<file path="src/hw/rtl/rut_ram.sv">
`default_nettype none
// single port memory with registered read
module rut_ram #(
  parameter int unsigned DEPTH = 64,
  parameter int unsigned WIDTH = 8
) (
  input  wire logic                     clk_i,
  input  wire logic                     we_i,
  input  wire logic [$clog2(DEPTH)-1:0] addr_i,
  input  wire logic [WIDTH-1:0]         wdata_i,
  output logic      [WIDTH-1:0]         rdata_o
);

  logic [WIDTH-1:0] mem [DEPTH];

  always_ff @(posedge clk_i) begin
    if (we_i) begin
      mem[addr_i] <= wdata_i;
    end
    rdata_o <= mem[addr_i];
  end

endmodule
`default_nettype wire

</file>
<file path="config.mk">
export PLATFORM = sky130hd
export DESIGN_NAME = rut_ram
export DESIGN_NICKNAME = d
export VERILOG_FILES = /design/src/hw/rtl/rut_ram.sv
export SDC_FILE = /design/constraint.sdc
export NUM_CORES = 1
export LEC_CHECK = 0
export ABC_AREA = 0
export ABC_CLOCK_PERIOD_IN_PS = 3410
export BUFFER_PORTS_ARGS = -buffer_cell sky130_fd_sc_hd__buf_2
export CAP_MARGIN = 25
export CORE_AREA = 3 3 231 233
export CTS_CLUSTER_DIAMETER = 30
export CTS_CLUSTER_SIZE = 25
export DETAILED_ROUTE_END_ITERATION = 6
export DIE_AREA = 0 0 234 236
export MAX_ROUTING_LAYER = met4
export PLACE_DENSITY = 0.59
export SYNTH_ARGS = -nofsm -noshare
export SYNTH_HDL_FRONTEND = slang
export SYNTH_SLANG_ARGS = --single-unit
</file>
<file path="constraint.sdc">
create_clock -name clk_i -period 3.41 [get_ports clk_i]
set_clock_uncertainty 0.05 [all_clocks]
set_input_delay 0.682 -clock clk_i [delete_from_list [all_inputs] [get_ports clk_i]]
set_output_delay 0.682 -clock clk_i [all_outputs]
set_load 0.005 [all_outputs]
</file>
# Word level (Yosys, flattened, before mapping)
# Memory sizes are Yosys's and may differ from the RTL's. A register that Yosys moved wholly into a read port is not among the register bits.
# Index checks and enable logic that the tools add are counted.
[totals] word_cells=3 memories=1 output_inout_bits=8 ff_bits=0 inputBits=16 mem_bits_rw=512
[op_classes] n_mux=2
[memory_table] memory="mem" words=64 word_bits=8 read_ports=1 rd_ports_with_merged_regs=1 write_ports=1 line="14" source="logic [WIDTH-1:0] mem [DEPTH];"
[op_table] cell="2-to-1 mux 1 bit" n=2

# Depth between registers and ports, before layout
# Gate-level depths: netlist (run 1).
[logic_depth] depth_word=2 depth_mapped=10 depth_no_buf=5

# Least setup slack after synthesis (run 1)
# No wires, ideal clock.
[synth_path] path_kind="input-to-reg" from="in addr_i[1]" to="mem mem[13][0], enable pin" setup_slack_ns=0.579 n_path_buf=4 t_arrival_ns=2.410 path_stages=7 setup_ns=0.370 required_time_ns=2.990 cell_sequence="buf_6 buf_6 nor2b_1 clkbuf_1 clkbuf_1 nand3_1 nor2_1"
[synth_rtl] item="start: declaration" line="9" source="input wire logic [$clog2(DEPTH)-1:0] addr_i,"
[synth_rtl] item="end: declaration" line="14"
# Straight into the memory's write port.

==> results of run 1 <==
path summary, 6_finish.rpt:
kind / to / slack (ns) / depth (start not counted) / start
setup / recovery: rdata_o[7] / 0.41 / 7 / addr_i[1]
hold / removal: mem[26][7] / 0.29 / 1 / wdata_i[7]
setup reg to reg: rdata_o[1] / 0.79 / 5 / mem[5][1]
hold reg to reg: rdata_o[2] / 0.66 / 3 / mem[3][2]
logic make-up (layout without fill, tap and decap cells):
family / after synthesis / count (layout) / synth area share (%)
AOI/OAI and AO/OA: 222 / 222 / 8.08
buffers and inverters: 84 / 380 / 1.98
muxes: 116 / 116 / 8.26
DFF: 520 / 520 / 76.0
and+or+nand+nor: 229 / 229 / 5.71
registers in the layout, indices dropped and copies added, names as in the netlist:
name     flops
mem        512
rdata_o      8
layout make-up:
cell class,count,area share (%)
clock buffers,119,10.6
inverters,3,0.0430
clock inverters,87,4.24
well taps,680,3.25
repair buffers,171,5.34
flip-flops and latches,520,59.3
multi-input cells,567,17.2
critical path: stages:
cell and delay [ns]:
buf_4 0.48, buf_4 0.46, nor2b_1 0.11, mux4_2 0.46, o21ai_1 0.20, o2111ai_1 0.23, or4b_1 0.72
stage by stage:
stage | setup TNS, ns | total power [W] | std cells | cell area, µm² | util, %
6_report | 0 | 0.0190 | 2147 | 26200 | 51.0
4_1_cts | 0 | 0.0191 | 2146 | 26200 | 50.9
3_5_place_dp | -0.357 | 0.00802 | 1940 | 22300 | 43.4
3_3_place_gp | -0.269 | 0.00802 | 1940 | 22300 | 43.4
2_1_floorplan | 0 | 0.00761 | 1171 | 20400 | -
5_1_grt | 0 | 0.0195 | 2147 | 26200 | 51.0
synth_stat cells (21+ instances only):
| cell type | count |
|---|---|
| nand2_1 | 45 |
| nand2b_1 | 24 |
| clkbuf_1 | 36 |
| mux4_2 | 41 |
| a22oi_1 | 40 |
| edfxtp_1 | 512 |
| mux2i_1 | 63 |
| buf_2 | 30 |
| a221oi_1 | 21 |
| o22ai_1 | 22 |
| a21oi_1 | 28 |
| nor2_1 | 82 |
routing by layer:
metal  part of all wire (%)  global-route usage, %  wire length (µm)
met3                    7.3                   4.35              4100
met5                      0                      -                 0
met4                    3.7                   8.94              2100
met1                     42                   28.2             23500
met2                     47                   31.6             26400
power by group through the flow:
| stage | Combinational, W | Clock, W | Sequential (W) |
|---|---|---|---|
| 6_report | 0.000792 | 0.0111 | 0.00712 |
| 5_1_grt | 0.000840 | 0.0115 | 0.00712 |
| 4_1_cts | 0.000791 | 0.0112 | 0.00712 |
| 3_5_place_dp | 0.000787 | 0 | 0.00724 |
| 3_3_place_gp | 0.000783 | 0 | 0.00723 |
| 2_1_floorplan | 0.000384 | 0 | 0.00723 |
==> metrics, run 1 <==
status=complete, no violations; internal cell power=0.0150 W; GR Overflow Total=0; Clock power frac=58.3%; CP Class=in2reg; min Tclk post-route=3.00 ns; CTS max path bufs=3; Worst Setup Start Kind=input pin; Post-Syn Nets=1,187; mean post-synth cell area=17.5 µm²; Wirelength per Cell=26.1 µm; routability cong.=0.884; critical path peak fanout=45; WHS=0.295 ns; worst-margin pin slew=1.10 ns; sw power=0.00401 W; area grow syn2layout=28.2%; Net Sw Frac=21.2%; WP data required=3.80 ns; I/O pin count=24; share of Yosys cell area claimed by the top area cell type=75.2%; via count=12.1k; fraction of registers with async set/reset=0%; drc violations=0; Synth Cell Area=20,400 µm²; Root Driver=clkbuf_16; most used flip-flop cell after synthesis=edfxtp_1; leak pwr=8.99 nW; Pre-Repair DR Iteration Count=5; hold buffer count at CTS=0; FP Rows=83; height of the die=236 µm; largest net degree at the start of global routing=65; Worst-path clk slew=0.04 ns; Cell variety after synth=56; Sequential Area=15,500 µm²; Post-Route WL=56,100 µm; final net count=1,387; HPWL after detailed placement=35,400 µm; Yosys warning count=0; CORE AREA=51,400 µm²; Seq pwr share=37.5%; initial antenna violation count=0; Max-slew headroom=26.0%; Worst Setup End Kind=register; Multi-input gate area=4510 µm²; dpl ws=-0.178 ns; Synth Instances=1,171; fillers=4,163; number of post-CTS setup repair buffers=0; max-slew violations=0; Max-Cap Viols=0; Skew-Pair Late Insertion Delay=0.63 ns; ranking of synthesized cells by area=edfxtp_1, mux4_2, mux2i_1; CTS tree=built; Final WS setup=0.407 ns; pwr/cell area=724 nW/µm²; die area=55,200 µm²; area leader, netlist=edfxtp_1; Max Clk Rate=333 MHz; clock buffer count from CTS=108; commonest cells after routing, fill and taps aside=edfxtp_1, buf_4, clkbuf_16, nor2_1, mux2i_1; Min-Delay Path Class=in2reg; GRT Util Overall=21.1%; sequential share of the synthesized area=76.0%; First DRT Iteration DRCs=1,258; number of synthesized flops with an enable pin=512; IO Port Bufs=23; global-route wire length before repair=82,900 µm; H-tree levels=3; layout cells sized above 1=28.2%; Starting Density=39.8%; n_diodes=0; commonest non-fill, non-tap cell in the layout=edfxtp_1; Yosys reg bits=520; Hold Violations, Final=0; fin crit share=88.1%; clock sinks=520; RSZ-0062 raised after global routing=false; Die Wd=234 µm; crit path DAT=3.40 ns; combinational fraction of design power=4.2%; Via density=5.65; DRT antenna net count=0; VDD IR max=0.359 mV; via count of the first global-routing pass=12.4k; final setup vio count=0; CTS resizes=0
(Power assumes the default switching activity.)
==> run 2: changes to the inputs <==
--- a/config.mk
+++ b/config.mk
@@ -12,2 +12,3 @@
 export CORE_AREA = 3 3 231 233
+export CTS_BUF_LIST = sky130_fd_sc_hd__clkbuf_16
 export CTS_CLUSTER_DIAMETER = 30
==> constraint.sdc (replaced) <==
create_clock -name clk_i -period 3.41 [get_ports clk_i]
set_clock_uncertainty 0.05 [all_clocks]
set_input_delay 0 -clock clk_i [delete_from_list [all_inputs] [get_ports clk_i]]
set_output_delay 0 -clock clk_i [all_outputs]
set_load 0.005 [all_outputs]
==> run 2 against run 1 <==
- via count down 1.0%
- largest power group unchanged
- maximum frequency up 24%
- die area unchanged
- combinational power down 2.7%
- design area down 2.6%
- flip-flop and latch count unchanged
- largest cell class unchanged
- sequential share of layout area up 1.6 points
- highest routed layer unchanged
- setup slack better by 0.58 ns
- sequential power about the same
==> metrics, run 2 (same netlist as run 1, synthesis figures left out) <==
status=complete, no violations; Wirelength per Cell=26.8 µm; Seq pwr share=39.6%; Max Clk Rate=413 MHz; R2R Setup Slk=1.07 ns; max reg flops=512; TNS Setup=0 ns; final setup vio count=0; FP Rows=83; sw power=0.00387 W; Min-Delay Path Class=in2reg; Max-Cap Viols=0; commonest cells after routing, fill and taps aside=edfxtp_1, clkbuf_16, buf_4, nor2_1, mux2i_1; First DRT Iteration DRCs=1,375; commonest non-fill, non-tap cell in the layout=edfxtp_1; IO Port Bufs=23; hold buffer count at CTS=6; fin crit share=71.0%; min Tclk post-route=2.42 ns; dpl cell area=21,800 µm²; Via density=5.73; routability cong.=0.881; internal cell power=0.0141 W; layout cells sized above 1=24.4%; Pre-Repair DR Iteration Count=6; Worst-path clk slew=0.05 ns; initial antenna violation count=2; Top Registers=mem x512, rdata_o x8; CTS tree=built; Net Sw Frac=21.5%; area grow syn2layout=24.8%; Sequential Area=15,500 µm²; VDD IR max=0.385 mV; WP data required=3.78 ns; DRT antenna net count=0; RSZ-0062 raised after global routing=false; Die Wd=234 µm; H-tree levels=3; Register-to-Register Path Depth=6; GRT Util Overall=21.0%; Final WS setup=0.989 ns; Starting Density=39.8%; worst reg2reg startpoint=mem[55][3]; dpl ws=0.434 ns; largest net degree at the start of global routing=58; clock buffer count from CTS=104; Post-Route WL=56,100 µm; drc violations=0; WHS=0.00992 ns; number of post-CTS setup repair buffers=0; HPWL after detailed placement=34,700 µm; I/O pin count=24; worst-margin pin slew=1.05 ns; Multi-input gate area=4510 µm²; height of the die=236 µm; via count=12.0k; final core utilization=49.6%; global-route wire length before repair=82,300 µm; final net count=1,346; crit path DAT=2.79 ns; leak pwr=8.68 nW; Hold Startpoint=wdata_i[3]; CTS resizes=0; GR Overflow Total=0; clock sinks=520; Clock power frac=56.1%; CP Class=in2reg; R2R Path End=rdata_o[3]; die area=55,200 µm²; fillers=4,260; combinational fraction of design power=4.3%; Hold Violations, Final=0; cell area after layout=25,500 µm²; Max-slew headroom=29.9%; CTS max path bufs=3; critical path peak fanout=16; Root Driver=clkbuf_16; Hold Crit Depth=1; Worst Setup Start Kind=input pin; Worst Setup End Kind=register; max-slew violations=0; largest reg by FF count=mem; Min-Delay Endpoint=mem[47][3]; CORE AREA=51,400 µm²; Skew-Pair Late Insertion Delay=0.64 ns; pwr/cell area=705 nW/µm²; via count of the first global-routing pass=11.9k
run 2: cell types whose count changed in the layout (fill, tap and decap cells not counted), sizes merged:
cell,previous run,this run
diode,0,1
buf,171,126
clkinv,39,33
dlygate4sd3,0,8
inv,19,32
clkbuf,119,104
bufinv,22,16
clkinvlp,10,11
run 2: layout make-up:
class                           count  area share [%]
Multi-Input combinational cell    567            17.7
Antenna cell                        1         0.00981
Timing Repair Buffer              134            4.10
Clock buffer                      104            10.2
Tap cell                          680            3.33
Clock inverter                     89            3.75
Inverter                            3          0.0441
Sequential cell                   520            60.9
run 2: worst max-delay path by stage:
| stage | startpoint | end | slack, ns | cells past startpoint |
|---|---|---|---|---|
| 2_1_floorplan | addr_i[1] | mem[13][0] | 1.26 | 7 |
| 3_3_place_gp | addr_i[1] | rdata_o[0] | 0.41 | 7 |
| 3_5_place_dp | addr_i[1] | rdata_o[0] | 0.43 | 7 |
| 4_1_cts | addr_i[4] | rdata_o[0] | 1.08 | 6 |
| 5_1_grt | addr_i[4] | rdata_o[0] | 0.84 | 6 |
| 6_report | addr_i[4] | rdata_o[0] | 0.99 | 6 |
run 2: stage by stage:
step	total power, W	instances
floorplan	0.00761	1171
global placement	0.00798	1891
detailed placement	0.00799	1894
CTS	0.0181	2093
global route	0.0185	2098
finish	0.0180	2098
run 2: critical path: stages:
cell           delay (ns)
dlygate4sd3_1        0.53
buf_2                0.20
nand3b_1             0.71
a21oi_1              0.17
nor4_1               0.90
nand4_1              0.27
run 2: power by group through the flow:
stage                     clock [W]  combinational [W]  sequential [W]
final                        0.0101           0.000771         0.00712
after CTS                    0.0102           0.000759         0.00712
after floorplan                   0           0.000384         0.00723
after global routing         0.0106           0.000811         0.00712
after global placement            0           0.000742         0.00724
after detailed placement          0           0.000750         0.00724
run 2: per-layer routing:
layer,vias up,track usage (%),wire [µm]
li1,5119,-,-
met1,6172,28.8,23400
met2,621,31.3,26400
met3,102,4.46,4680
met4,0,7.23,1710
met5,-,-,0
==> run 3: changes to the inputs <==
- ABC_CLOCK_PERIOD_IN_PS: 3410 -> 2200
- PLACE_DENSITY: 0.59 -> 0.61
- clock period: 3.41 -> 2.2 ns (I/O delays scaled with it)
==> run 3 against run 2 <==
- the run now ends with setup timing left
- die area stayed put
- combinational power is 76% higher
- sequential power is 54% higher
- critical path type is now reg2reg
- first-iteration DRC count is 6.3% higher
- global-route usage is 0.53 points higher
- utilization is 1.9 points higher
- routed wire length is 2.2% higher
- non-clock buffer count is 119 higher
- hold slack better by 0.043 ns
- largest power group unchanged
==> metrics, run 3 (same netlist as run 1, synthesis figures left out) <==
commonest cells after routing, fill and taps aside=edfxtp_1, buf_4, clkbuf_16, nor2_1, mux2i_1; dpl cell area=23,000 µm²; via count of the first global-routing pass=12.7k; Root Driver=clkbuf_16; GRT Util Overall=21.6%; height of the die=236 µm; max reg flops=512; Worst Setup Start Kind=register; CTS tree=built; Top Registers=mem x512, rdata_o x8; Final WS setup=-0.0367 ns; largest net degree at the start of global routing=65; GR Overflow Total=0; Max-slew headroom=47.4%; final setup vio count=1; DRT antenna net count=0; CTS max path bufs=3; CP Class=reg2reg; Post-Route WL=57,300 µm; final net count=1,458; Worst-path clk slew=0.05 ns; Skew-Pair Late Insertion Delay=0.63 ns; Die Wd=234 µm; crit path DAT=2.66 ns; crit-path leading delay family=multiplexers; area grow syn2layout=29.7%; drc violations=0; global-route wire length before repair=84,100 µm; largest reg by FF count=mem; routability cong.=0.943; max-slew violations=0; Worst Setup End Kind=register; min Tclk post-route=2.24 ns; clock sinks=520; Starting Density=39.8%; initial antenna violation count=1; clock buffer count from CTS=97; I/O pin count=24; Min-Delay Path Class=in2reg; Max-Cap Viols=0; slowest stage delay, CP=0.57 ns; number of post-CTS setup repair buffers=0; pwr/cell area=1040 nW/µm²; Pre-Repair DR Iteration Count=5; RSZ-0062 raised after global routing=true; H-tree levels=3; worst-margin pin slew=0.789 ns; Hold Violations, Final=0; IO Port Bufs=23; via count=12.5k; Design Power=0.0276 W; leak pwr=9.25 nW; CORE AREA=51,400 µm²; Max Clk Rate=447 MHz; fin crit share=102%; VDD IR max=0.552 mV; critical path peak fanout=1; die area=55,200 µm²; failing checks=setup timing; commonest non-fill, non-tap cell in the layout=edfxtp_1; HPWL after detailed placement=38,300 µm; cell area after layout=26,500 µm²; WP data required=2.63 ns; fillers=4,158; Slowest cell on crit path=or4b_4; layout cells sized above 1=31.9%; status=complete, but fails checks; Buffers & Inverters on Critical Path=0; Cell Chain, Critical Path=mux2_4 -> mux4_2 -> o21ai_4 -> o2111ai_2 -> or4b_4; FP Rows=83; First DRT Iteration DRCs=1,462; Via density=5.66; Wirelength per Cell=26.0 µm
## run 3: cell type report
cell class                      count  area (µm²)  share of cell area, %
Antenna cell                        1        2.50                0.00944
Clock buffer                       98        2450                   9.25
Clock inverter                     86         957                   3.61
Inverter                            3        11.3                 0.0425
Multi-Input combinational cell    567        4610                   17.4
Sequential cell                   520       15500                   58.6
Tap cell                          680         851                   3.21
Timing Repair Buffer              253        2100                   7.90
## run 3: timing repair
| item | CTS | global route |
|---|---|---|
| pin swaps | 5 | 1 |
| endpoints found under the hold margin | 182 | 0 |
| resized for setup | 18 | 5 |
| hold buffers | 7 | 0 |
| setup endpoints to repair | 4 | 4 |
## run 3: per-layer routing
layer / vias up / wire [µm] / track usage (%)
met4: 0 / 1700 / 7.62
met2: 594 / 27200 / 32.8
li1: 5338 / - / -
met3: 98 / 4700 / 4.59
met5: - / 0 / -
met1: 6467 / 23800 / 28.8
## run 3: report_power, final
part           leakage [nW]  switching [W]  internal [W]  total [W]
clock                  1.69        0.00518       0.00999     0.0152
combinational          2.88       0.000826      0.000537    0.00136
sequential             4.67      0.0000361        0.0110     0.0110
## run 3: worst paths after layout
check / slack, ns / from / end / depth (start not counted)
min reg2reg: 0.68 / mem[33][2] / rdata_o[2] / 4
max reg2reg: -0.04 / mem[4][7] / rdata_o[7] / 5
min: 0.05 / we_i / mem[62][1] / 4
max: -0.04 / mem[4][7] / rdata_o[7] / 5
## run 3: stage by stage
step	utilization [%]	setup slack (ns)	std cells	hold WS, ns	TNS [ns]
CTS	51.6	-0.0413	2208	0.00397	-0.0413
global placement	44.6	-0.429	2018	0.333	-8.48
detailed placement	44.6	-0.441	2018	0.331	-15.73
floorplan	-	0.0512	1171	0.0489	0
global route	51.6	-0.0634	2208	0.0586	-0.0634
finish	51.6	-0.0367	2208	0.0533	-0.0367
## run 3: worst min-delay path, cell delays in order
cell and delay [ns]:
buf_2 0.15, nand3_1 0.13, buf_4 0.18, nor2_1 0.08
